**config.mk**
```make
export PLATFORM = sky130hd
export DESIGN_NAME = double_ended_queue
export DESIGN_NICKNAME = d
export VERILOG_FILES = /design/src/hdl/dq_pkg.sv /design/src/hdl/double_ended_queue.sv /design/src/hdl/dq_cell.sv
export SDC_FILE = /design/constraint.sdc
export NUM_CORES = 2
export LEC_CHECK = 0
export BUFFER_PORTS_ARGS = -buffer_cell sky130_fd_sc_hd__buf_4
export CAP_MARGIN = 20
export CORE_MARGIN = 2
export CORE_UTILIZATION = 34
export CTS_CLUSTER_DIAMETER = 40
export DETAILED_ROUTE_END_ITERATION = 12
export HOLD_SLACK_MARGIN = 0.03
export PLACE_DENSITY = 0.5
export SLEW_MARGIN = 20
export SYNTH_ARGS = -nofsm -noshare
export SYNTH_HDL_FRONTEND = slang
export SYNTH_SLANG_ARGS = --single-unit
```
**constraint.sdc**
```tcl
create_clock -name clk -period 5.7 [get_ports clk]
set_clock_uncertainty 0.05 [all_clocks]
set_input_delay 0.57 -clock clk [delete_from_list [all_inputs] [get_ports clk]]
set_output_delay 0.57 -clock clk [all_outputs]
set_load 0.03 [all_outputs]
```
**src/hdl/dq_pkg.sv**
```systemverilog
// shared types and codes for the double-ended queue
// request codes, status codes and the per-cell operation struct
// no dependencies
`default_nettype none

package dq_pkg;

  localparam int unsigned REQ_W  = 3;
  localparam int unsigned STAT_W = 2;
  localparam int unsigned WORD_W = 32;

  // request codes carried in the input tuser
  localparam logic [REQ_W-1:0] REQ_PUSH_FRONT = 3'd0;
  localparam logic [REQ_W-1:0] REQ_PUSH_BACK  = 3'd1;
  localparam logic [REQ_W-1:0] REQ_POP_FRONT  = 3'd2;
  localparam logic [REQ_W-1:0] REQ_POP_BACK   = 3'd3;
  localparam logic [REQ_W-1:0] REQ_READ_ALL   = 3'd4;

  // status codes carried in the output tuser
  localparam logic [STAT_W-1:0] STAT_OK    = 2'd0;
  localparam logic [STAT_W-1:0] STAT_EMPTY = 2'd1;
  localparam logic [STAT_W-1:0] STAT_FULL  = 2'd2;

  // operation broadcast to every cell of the chain, at most one bit set
  typedef struct packed {
    logic push_front;  // shift toward the back, new word at the front
    logic push_back;   // first free cell takes the new word
    logic pop_front;   // shift toward the front
    logic pop_back;    // tail cell drops out
    logic rotate;      // front word wraps to the tail, rest shift forward
  } cell_op_t;

endpackage

`default_nettype wire

```
**src/hdl/double_ended_queue.sv**
```systemverilog
// Bounded double-ended queue of signed 32-bit words, built as a chain of cells.
// Input channel s_*: s_tuser[2:0] request (push front, push back, pop front,
// pop back, read all), s_tdata[31:0] word to push. Output channel m_*:
// m_tdata[31:0] popped or read word, m_tuser[1:0] status (ok, empty, full),
// m_tlast on the final result of a request.
// The front word always sits in the first cell; a front push or pop shifts the
// whole chain and a back push or pop only its tail; the single result of a
// push or pop appears in the output register the cycle after the transfer.
// A read-all rotates the chain once per stored entry: it gives one result per
// cycle while the receiver does not stall, as many as the fill count (1 to DEPTH),
// the first loaded by the read state that follows the transfer, and leaves the
// order as it was; no request is taken until its last result has been loaded.
// Unused request codes are taken and give no result.
// When the receiver stalls, the result waits in the output register and the
// input is held off until that register is free or drained in the same cycle.
// Reset clears the valid bits of all cells, the fill count and the output
// valid; stored words are not cleared and are never read before being written.
// Depends on dq_pkg and dq_cell.
`default_nettype none

module double_ended_queue #(
  parameter int unsigned DEPTH = 32
) (
  input  wire logic        clk,
  input  wire logic        rst,
  input  wire logic        s_tvalid,
  output logic             s_tready,
  input  wire logic [31:0] s_tdata,  // [31:0] value
  input  wire logic [2:0]  s_tuser,  // [2:0] req_type
  output logic             m_tvalid,
  input  wire logic        m_tready,
  output logic [31:0]      m_tdata,  // [31:0] value_res
  output logic [1:0]       m_tuser,  // [1:0] status
  output logic             m_tlast
);

  localparam int unsigned CW = $clog2(DEPTH + 1);
  localparam int unsigned W  = dq_pkg::WORD_W;

  typedef enum logic {ST_IDLE, ST_READ} state_t;

  state_t           state;
  state_t           state_next;
  logic [CW-1:0]    count;
  logic [CW-1:0]    count_next;
  logic [CW-1:0]    remaining;
  logic [CW-1:0]    remaining_next;
  dq_pkg::cell_op_t op;

  logic                      m_tvalid_next;
  logic [W-1:0]              m_tdata_next;
  logic [dq_pkg::STAT_W-1:0] m_tuser_next;
  logic                      m_tlast_next;

  logic [DEPTH-1:0] cell_valid;
  logic [W-1:0]     cell_data [DEPTH];
  logic [W-1:0]     cell_tail [DEPTH];
  logic [W-1:0]     tail_word;

  logic out_free;
  logic take;
  logic full;
  logic empty;

  assign out_free = ~m_tvalid | m_tready;
  assign s_tready = (state == ST_IDLE) & out_free;
  assign take     = s_tvalid & s_tready;
  assign full     = cell_valid[DEPTH-1];
  assign empty    = ~cell_valid[0];

  // word of the tail cell, all other cells give zero
  always_comb begin
    tail_word = '0;
    for (int i = 0; i < DEPTH; i++) begin
      tail_word = tail_word | cell_tail[i];
    end
  end

  // operation for the chain in this cycle
  always_comb begin
    op = '0;
    if (take) begin
      unique case (s_tuser)
        dq_pkg::REQ_PUSH_FRONT: op.push_front = ~full;
        dq_pkg::REQ_PUSH_BACK:  op.push_back  = ~full;
        dq_pkg::REQ_POP_FRONT:  op.pop_front  = ~empty;
        dq_pkg::REQ_POP_BACK:   op.pop_back   = ~empty;
        default: ;
      endcase
    end else if (state == ST_READ && out_free) begin
      op.rotate = 1'b1;
    end
  end

  // chain of cells, front word in cell 0
  for (genvar i = 0; i < DEPTH; i++) begin : g_cell
    logic         pv;
    logic [W-1:0] pd;
    logic         nv;
    logic [W-1:0] nd;

    if (i == 0) begin : g_first
      assign pv = 1'b1;
      assign pd = s_tdata;
    end else begin : g_mid
      assign pv = cell_valid[i-1];
      assign pd = cell_data[i-1];
    end

    if (i == DEPTH - 1) begin : g_last
      assign nv = 1'b0;
      assign nd = '0;
    end else begin : g_inner
      assign nv = cell_valid[i+1];
      assign nd = cell_data[i+1];
    end

    dq_cell u_cell (
      .clk        (clk),
      .rst        (rst),
      .op         (op),
      .push_value (s_tdata),
      .prev_valid (pv),
      .prev_data  (pd),
      .next_valid (nv),
      .next_data  (nd),
      .head_data  (cell_data[0]),
      .valid      (cell_valid[i]),
      .data       (cell_data[i]),
      .tail_data  (cell_tail[i])
    );
  end

  // request sequencing, fill count and next output register contents
  always_comb begin
    state_next     = state;
    count_next     = count;
    remaining_next = remaining;
    m_tvalid_next  = m_tvalid & ~m_tready;
    m_tdata_next   = m_tdata;
    m_tuser_next   = m_tuser;
    m_tlast_next   = m_tlast;
    unique case (state)
      ST_IDLE: begin
        if (take) begin
          m_tvalid_next = 1'b1;
          m_tdata_next  = '0;
          m_tuser_next  = dq_pkg::STAT_OK;
          m_tlast_next  = 1'b1;
          unique case (s_tuser)
            dq_pkg::REQ_PUSH_FRONT, dq_pkg::REQ_PUSH_BACK: begin
              if (full) begin
                m_tuser_next = dq_pkg::STAT_FULL;
              end else begin
                count_next = count + CW'(1);
              end
            end
            dq_pkg::REQ_POP_FRONT: begin
              if (empty) begin
                m_tuser_next = dq_pkg::STAT_EMPTY;
              end else begin
                m_tdata_next = cell_data[0];
                count_next   = count - CW'(1);
              end
            end
            dq_pkg::REQ_POP_BACK: begin
              if (empty) begin
                m_tuser_next = dq_pkg::STAT_EMPTY;
              end else begin
                m_tdata_next = tail_word;
                count_next   = count - CW'(1);
              end
            end
            dq_pkg::REQ_READ_ALL: begin
              if (empty) begin
                m_tuser_next = dq_pkg::STAT_EMPTY;
              end else begin
                m_tvalid_next  = 1'b0;
                remaining_next = count;
                state_next     = ST_READ;
              end
            end
            default: begin
              m_tvalid_next = 1'b0;
            end
          endcase
        end
      end
      ST_READ: begin
        if (out_free) begin
          m_tvalid_next  = 1'b1;
          m_tdata_next   = cell_data[0];
          m_tuser_next   = dq_pkg::STAT_OK;
          m_tlast_next   = (remaining == CW'(1));
          remaining_next = remaining - CW'(1);
          if (remaining == CW'(1)) begin
            state_next = ST_IDLE;
          end
        end
      end
      default: state_next = ST_IDLE;
    endcase
  end

  // control registers
  always_ff @(posedge clk) begin
    if (rst) begin
      state     <= ST_IDLE;
      count     <= '0;
      remaining <= '0;
      m_tvalid  <= 1'b0;
    end else begin
      state     <= state_next;
      count     <= count_next;
      remaining <= remaining_next;
      m_tvalid  <= m_tvalid_next;
    end
  end

  // output payload
  always_ff @(posedge clk) begin
    m_tdata <= m_tdata_next;
    m_tuser <= m_tuser_next;
    m_tlast <= m_tlast_next;
  end

endmodule

`default_nettype wire

```
**src/hdl/dq_cell.sv**
```systemverilog
// one storage cell of the queue chain
// holds a word and a valid bit, trades data with its two neighbors
// depends on dq_pkg
`default_nettype none

module dq_cell (
  input  wire logic                      clk,
  input  wire logic                      rst,
  input  wire dq_pkg::cell_op_t          op,
  input  wire logic [dq_pkg::WORD_W-1:0] push_value,
  input  wire logic                      prev_valid,
  input  wire logic [dq_pkg::WORD_W-1:0] prev_data,
  input  wire logic                      next_valid,
  input  wire logic [dq_pkg::WORD_W-1:0] next_data,
  input  wire logic [dq_pkg::WORD_W-1:0] head_data,
  output logic                           valid,
  output logic [dq_pkg::WORD_W-1:0]      data,
  output logic [dq_pkg::WORD_W-1:0]      tail_data
);

  logic                      is_tail;
  logic                      valid_next;
  logic [dq_pkg::WORD_W-1:0] data_next;

  // last occupied cell of the chain
  assign is_tail   = valid & ~next_valid;
  assign tail_data = is_tail ? data : '0;

  // next valid bit and word for each operation
  always_comb begin
    valid_next = valid;
    data_next  = data;
    priority if (op.push_front) begin
      valid_next = prev_valid;
      data_next  = prev_data;
    end else if (op.push_back) begin
      valid_next = prev_valid;
      if (prev_valid & ~valid) begin
        data_next = push_value;
      end
    end else if (op.pop_front) begin
      valid_next = next_valid;
      data_next  = next_data;
    end else if (op.pop_back) begin
      valid_next = next_valid;
    end else if (op.rotate) begin
      data_next = is_tail ? head_data : next_data;
    end else begin
      // no operation, cell holds
      valid_next = valid;
      data_next  = data;
    end
  end

  // valid bit is control, word is payload
  always_ff @(posedge clk) begin
    if (rst) begin
      valid <= 1'b0;
    end else begin
      valid <= valid_next;
    end
  end

  always_ff @(posedge clk) begin
    data <= data_next;
  end

endmodule

`default_nettype wire

```
After elaboration in Yosys (flattened, before gate mapping) --
Index checks and enable logic that the tools add are counted. Widths: inputs -> output; s select.
Cells by class: $add $sub $neg 3, equal/unequal tests 45, mux-type cells 425, bitwise logic cells 100, reduce and logical (&&, ||, !) cells 44
Operators by type and width (count):
- $mux 32 | 260
- $or 32x32->32 | 31
- $mux 1 | 145
- $pmux 32 s2 | 2
- $reduce_and 3->1 | 31
- $ne 3x1->1 const B | 30
- $mux 6 | 6
- $and 1x1->1 | 34
- $not 1->1 | 34
- $pmux 6 s2 | 2
- $sub 6x1->6 const B | 2
- $ne 2x1->1 const B | 4
- $ne 4x1->1 const B | 2
- $pmux 1 s2 | 4
- $pmux 2 s2 | 2
- $reduce_and 4->1 | 2
- $reduce_bool 4->1 | 2
- $add 6x1->6 const B | 1
- $eq 3x2->1 const B | 2
- $eq 6x1->1 const B | 1
- $mux 2 | 3
- $ne 3x2->1 const B | 2
- $reduce_and 5->1 | 1
- $mux 4 | 1
- other kinds (11) | 13
Storage, ports and cells: register bits 1105, bits of input ports 39, output and inout port bits 37

Depth between registers and ports, before layout --
depth after elaboration 38, depth in mapped cells 10, mapped depth without buffers 7

By module --
Synthesis repeated with hierarchy kept, for this count alone.
Second synthesis, totals: cells, all modules 6806, area, all modules 72873.6 um^2
Modules (own cells, without submodules):
- dq_cell | instances 32, cells an instance 193, area an instance 2127.0 um^2, sequential area each 980.9 um^2
- double_ended_queue | instances 1, cells an instance 630, area an instance 4808.4 um^2, sequential area each 1331.3 um^2

Worst setup path after synthesis --
No wires, ideal clock.
path type input port to flip-flop, from input s_tuser[2], to register g_cell[0].u_cell.data[0] (netlist bit) (enable), data arrival time 3.630 ns, required time 5.209 ns, setup slack 1.579 ns, stages 7, buffers on the path 2, path through buf_2 nand3b_1 or4b_1 clkbuf_1 nand2_2 nand2_1 a31oi_1
Between the ends: word-level cells in the longest chain between the ends 5, elaborated cells on any way between the ends 14, those cells by class eq/ne (6); mux (5); reduce/logical (3)
Ends and longest elaborated chain:
- start, declared | RTL line double_ended_queue.sv:29 | input wire logic [2:0] s_tuser,
- $eq 3x2->1, or another cell as far along | RTL line double_ended_queue.sv:83 | unique case (s_tuser)
- $mux 1 | RTL line double_ended_queue.sv:83
- $mux 4 * | RTL line double_ended_queue.sv:82 | if (take) begin
- $ne 4x1->1 (no line), or another cell as far along
- $reduce_and 4->1 (no line) *
- end signal, assigned | RTL line dq_cell.sv:65 | data <= data_next;
- end, declared | RTL line dq_cell.sv:17 | output logic [dq_pkg::WORD_W-1:0] data,
Every way passes the cells marked *; elsewhere a longest branch is shown, timed or not. A chain may end at the register's enable or synchronous reset.

Final worst setup path --
from register g_cell[11].u_cell.valid, to register g_cell[12].u_cell.data[1] (netlist bit) (enable)
Between the ends: word-level cells in the longest chain between the ends 3
Ends and longest elaborated chain:
- start, declared | RTL line dq_cell.sv:16 | output logic valid,
- start signal, assigned | RTL line dq_cell.sv:60 | valid <= valid_next;
- $and 1x1->1 | RTL line dq_cell.sv:38 | if (prev_valid & ~valid) begin
- $ne 3x1->1 (no line)
- $reduce_and 3->1 (no line)
- end signal, assigned | RTL line dq_cell.sv:65
- end, declared | RTL line dq_cell.sv:17
Every way passes these cells.

==> impl_metrics.env <==
export IMPL_cp_max_fo=16
export IMPL_placement_io_buffers=75
export IMPL_grt_start_max_net_pins=247
export IMPL_final_net_count=7075
export IMPL_layout_core_utilization_pct=40.2
export IMPL_rows=162
export IMPL_most_common_layout_cells="sky130_fd_sc_hd__nand2_1, sky130_fd_sc_hd__edfxtp_1, sky130_fd_sc_hd__a211oi_1"
export IMPL_globalplace_congestion=0.975
export IMPL_n_fill_cell=19300
export IMPL_clock_tree_buffer_depth=3
export IMPL_power_per_cell_area_mw_per_mm2=355
export IMPL_fin_crit_ns=4.45
export IMPL_timing_final_setup_violations=0
export IMPL_postSynth_topFlopCell="sky130_fd_sc_hd__edfxtp_1"
export IMPL_cts_buffers=231
export IMPL_synthToLayoutAreaGrowth_pct=17.1
export IMPL_post_route_cells_drive_above_1_share_pct=13.6
export IMPL_cp_slowest_cell="sky130_fd_sc_hd__nor2b_4"
export IMPL_final_setup_tns_ns=0
export IMPL_critical_path_endpoint_type="register"
export IMPL_post_synth_cell_area_avg_sq_um=9.13
export IMPL_worstPathBufferInverterCount=3
export IMPL_track_usage_pct=39.5
export IMPL_post_synthesis_async_set_or_reset_flop_share_pct=0
export IMPL_floorplan_die_height_microns=448
export IMPL_timing_final_hold_violations=0
export IMPL_final_cells=9902
export IMPL_leakagePower_uw=0.0264
export IMPL_hold_path_class="in2reg"
export IMPL_max_vdd_ir_drop_mv=0.363
export IMPL_layout_commonest_cell="sky130_fd_sc_hd__nand2_1"
export IMPL_synth_net_count=7386
export IMPL_overflow=0
export IMPL_timing_critical_path_from_type="register"
export IMPL_setup_slack_ns=1.25
export IMPL_upper_clock_frequency_limit_ghz=0.225
export IMPL_dp_hpwl_mm=253
export IMPL_clock_sinks=1105
export IMPL_placed_cells_incl_taps=9407
export IMPL_worst_skew_pair_late_latency_ns=0.89
export IMPL_timing_setup_critical_path_class="reg2reg"
export IMPL_pin_count=76
export IMPL_drt_vias_per_instance=7.19
export IMPL_synth_seq_cells=1105
export IMPL_yosysWarnings=0
export IMPL_worst_ep_required_time_ns=6.18
export IMPL_clock_pin_slew_worst_setup_and_hold_paths_ns=0.05
export IMPL_worst_path_dominant_cell_family="simple AND/OR/NAND/NOR gates"
export IMPL_critPathMostFrequentCell="sky130_fd_sc_hd__buf_4"
export IMPL_fp_dieArea_sq_mm=0.201
export IMPL_timing_max_transition_violations_final=0
export IMPL_route_detailed_drc=0
export IMPL_detailed_place_area_sq_mm=0.0702
export IMPL_tritoncts="done"
export IMPL_outcome="finished clean"
export IMPL_arrival_ns=4.93
export IMPL_drt_total_wl_mm=411
export IMPL_wl_per_cell_microns=41.5
export IMPL_via_count=71200
export IMPL_synth_cell_area_sq_mm=0.0670
export IMPL_grt_setup_unrepaired="false"
export IMPL_cp_slowest_stage_delay_ns=0.90
export IMPL_htreeDepth=4
export IMPL_grt_pass1_wl_mm=550
export IMPL_grt_antenna_before_repair=36
export IMPL_synthDistinctLibCells=64
export IMPL_cap_viol_max_count=0
export IMPL_sequential_share_of_the_synthesized_area_pct=48.8
export IMPL_remaining_max_slew_budget_at_the_tightest_pin_pct=11.2
export IMPL_initialDrtViolationCount=14600
export IMPL_worst_slew_pin_slew_ns=1.33
export IMPL_crit_chain="buf_4, nor2b_4, buf_4, nor2_1, nor2_4, buf_4"
export IMPL_start_util_pct=34.3
export IMPL_dieWidth_microns=448
export IMPL_dr_pass1_iters=7
export IMPL_final_worst_path_cycle_share_pct=78.1
export IMPL_ant_nets=0
export IMPL_core_area_sq_mm=0.195
export IMPL_clockRootBuffer="sky130_fd_sc_hd__clkbuf_16"
export IMPL_place_ws_ns=1.61
export IMPL_layout_cell_area_non_filler_sq_mm=0.0785
export IMPL_syn_instance_count=7340
export IMPL_number_of_global_route_vias_before_repair=64200
export IMPL_synth_edff_count=1059
export IMPL_post_cts_resized_instances=0
-- metrics by stage --
step / hold slack (ns) / total power [uW]
4_1_cts: 0.0332 / 27500
3_5_place_dp: 0.434 / 13500
3_3_place_gp: 0.430 / 13500
6_report: 0.0601 / 27900
5_1_grt: 0.0697 / 28200
2_1_floorplan: 0.409 / 11700
-- state kept, by name, indices dropped and copies added, names as in the netlist --
name                 cells
m_tdata                 32
count                    6
g_cell.u_cell.valid     32
m_tlast                  1
state                    1
remaining                6
g_cell.u_cell.data    1024
m_tuser                  2
m_tvalid                 1
-- worst reg2reg max path, delay by kind of cell, from the launching register on --
kind	cells	cell delay, ns
simple gates	3	1.81
buf+inv	3	1.40
flops	1	0.85
-- per-layer routing --
metal / track usage, % / routed length, microns
met1: 50.9 / 150000
met2: 53.2 / 162000
met3: 16.0 / 64700
met4: 27.7 / 33600
met5: 0.216 / 203
-- layout make-up --
cell class                      instances  area (sq um)  area share, %
Sequential cell                      1105         32700           41.7
Multi-Input combinational cell       5261         30800           39.2
Clock buffer                          262          6020           7.67
Timing Repair Buffer                  408          3470           4.42
Tap cell                             2624          3280           4.18
Clock inverter                        176          2000           2.55
Antenna cell                           44           110          0.140
Inverter                               22          90.1          0.115
-- what timing repair did --
item | CTS | global route
buffers inserted | 0 | 0
endpoints found under the hold margin | 10 | 0
setup endpoints to repair | 0 | 0
hold buffers | 10 | 0
-- final timing paths --
path	to	slack, ns	cells after the start	start
max	g_cell[12].u_cell.data[1]	1.25	6	g_cell[11].u_cell.valid
min	m_tvalid	0.06	3	s_tvalid
max reg2reg	g_cell[12].u_cell.data[1]	1.25	6	g_cell[11].u_cell.valid
min reg2reg	remaining[1]	0.45	2	remaining[1]
-- where the power goes --
group / internal [uW] / switching [uW]
clock: 9150 / 5070
combinational: 973 / 2830
sequential: 9430 / 415
-- Yosys cell counts (all sizes together), types with 32 or more instances --
master,number,area [sq um]
nand2,2050,7750
edfxtp,1059,31800
a211oi,931,6990
a31oi,931,5820
clkbuf,562,2110
buf,390,1980
a22oi,386,2900
and3b,195,1710
nor2,165,622
nand3,85,430
a2111oi,65,739
nand4,65,413
a21oi,62,318
o21ai,54,270
and2,46,288
dfxtp,46,921
nor2b,34,228
a22o,32,280
or4,32,240
-- logic make-up (layout without fill, tap and decap cells) --
family	count (synthesis)	in the layout	share of synthesized area [%]
AO/OA/AOI/OAI	2552	2552	27.0
adder cells (fa/ha/maj)	7	7	0.142
XOR/XNOR	4	4	0.0523
buffers and inverters	974	868	6.22
multiplexers	6	6	0.0933
flip-flops	1105	1105	48.8
AND/OR/NAND/NOR	2692	2692	17.7
other	0	44	0
(Power assumes the default switching activity.)
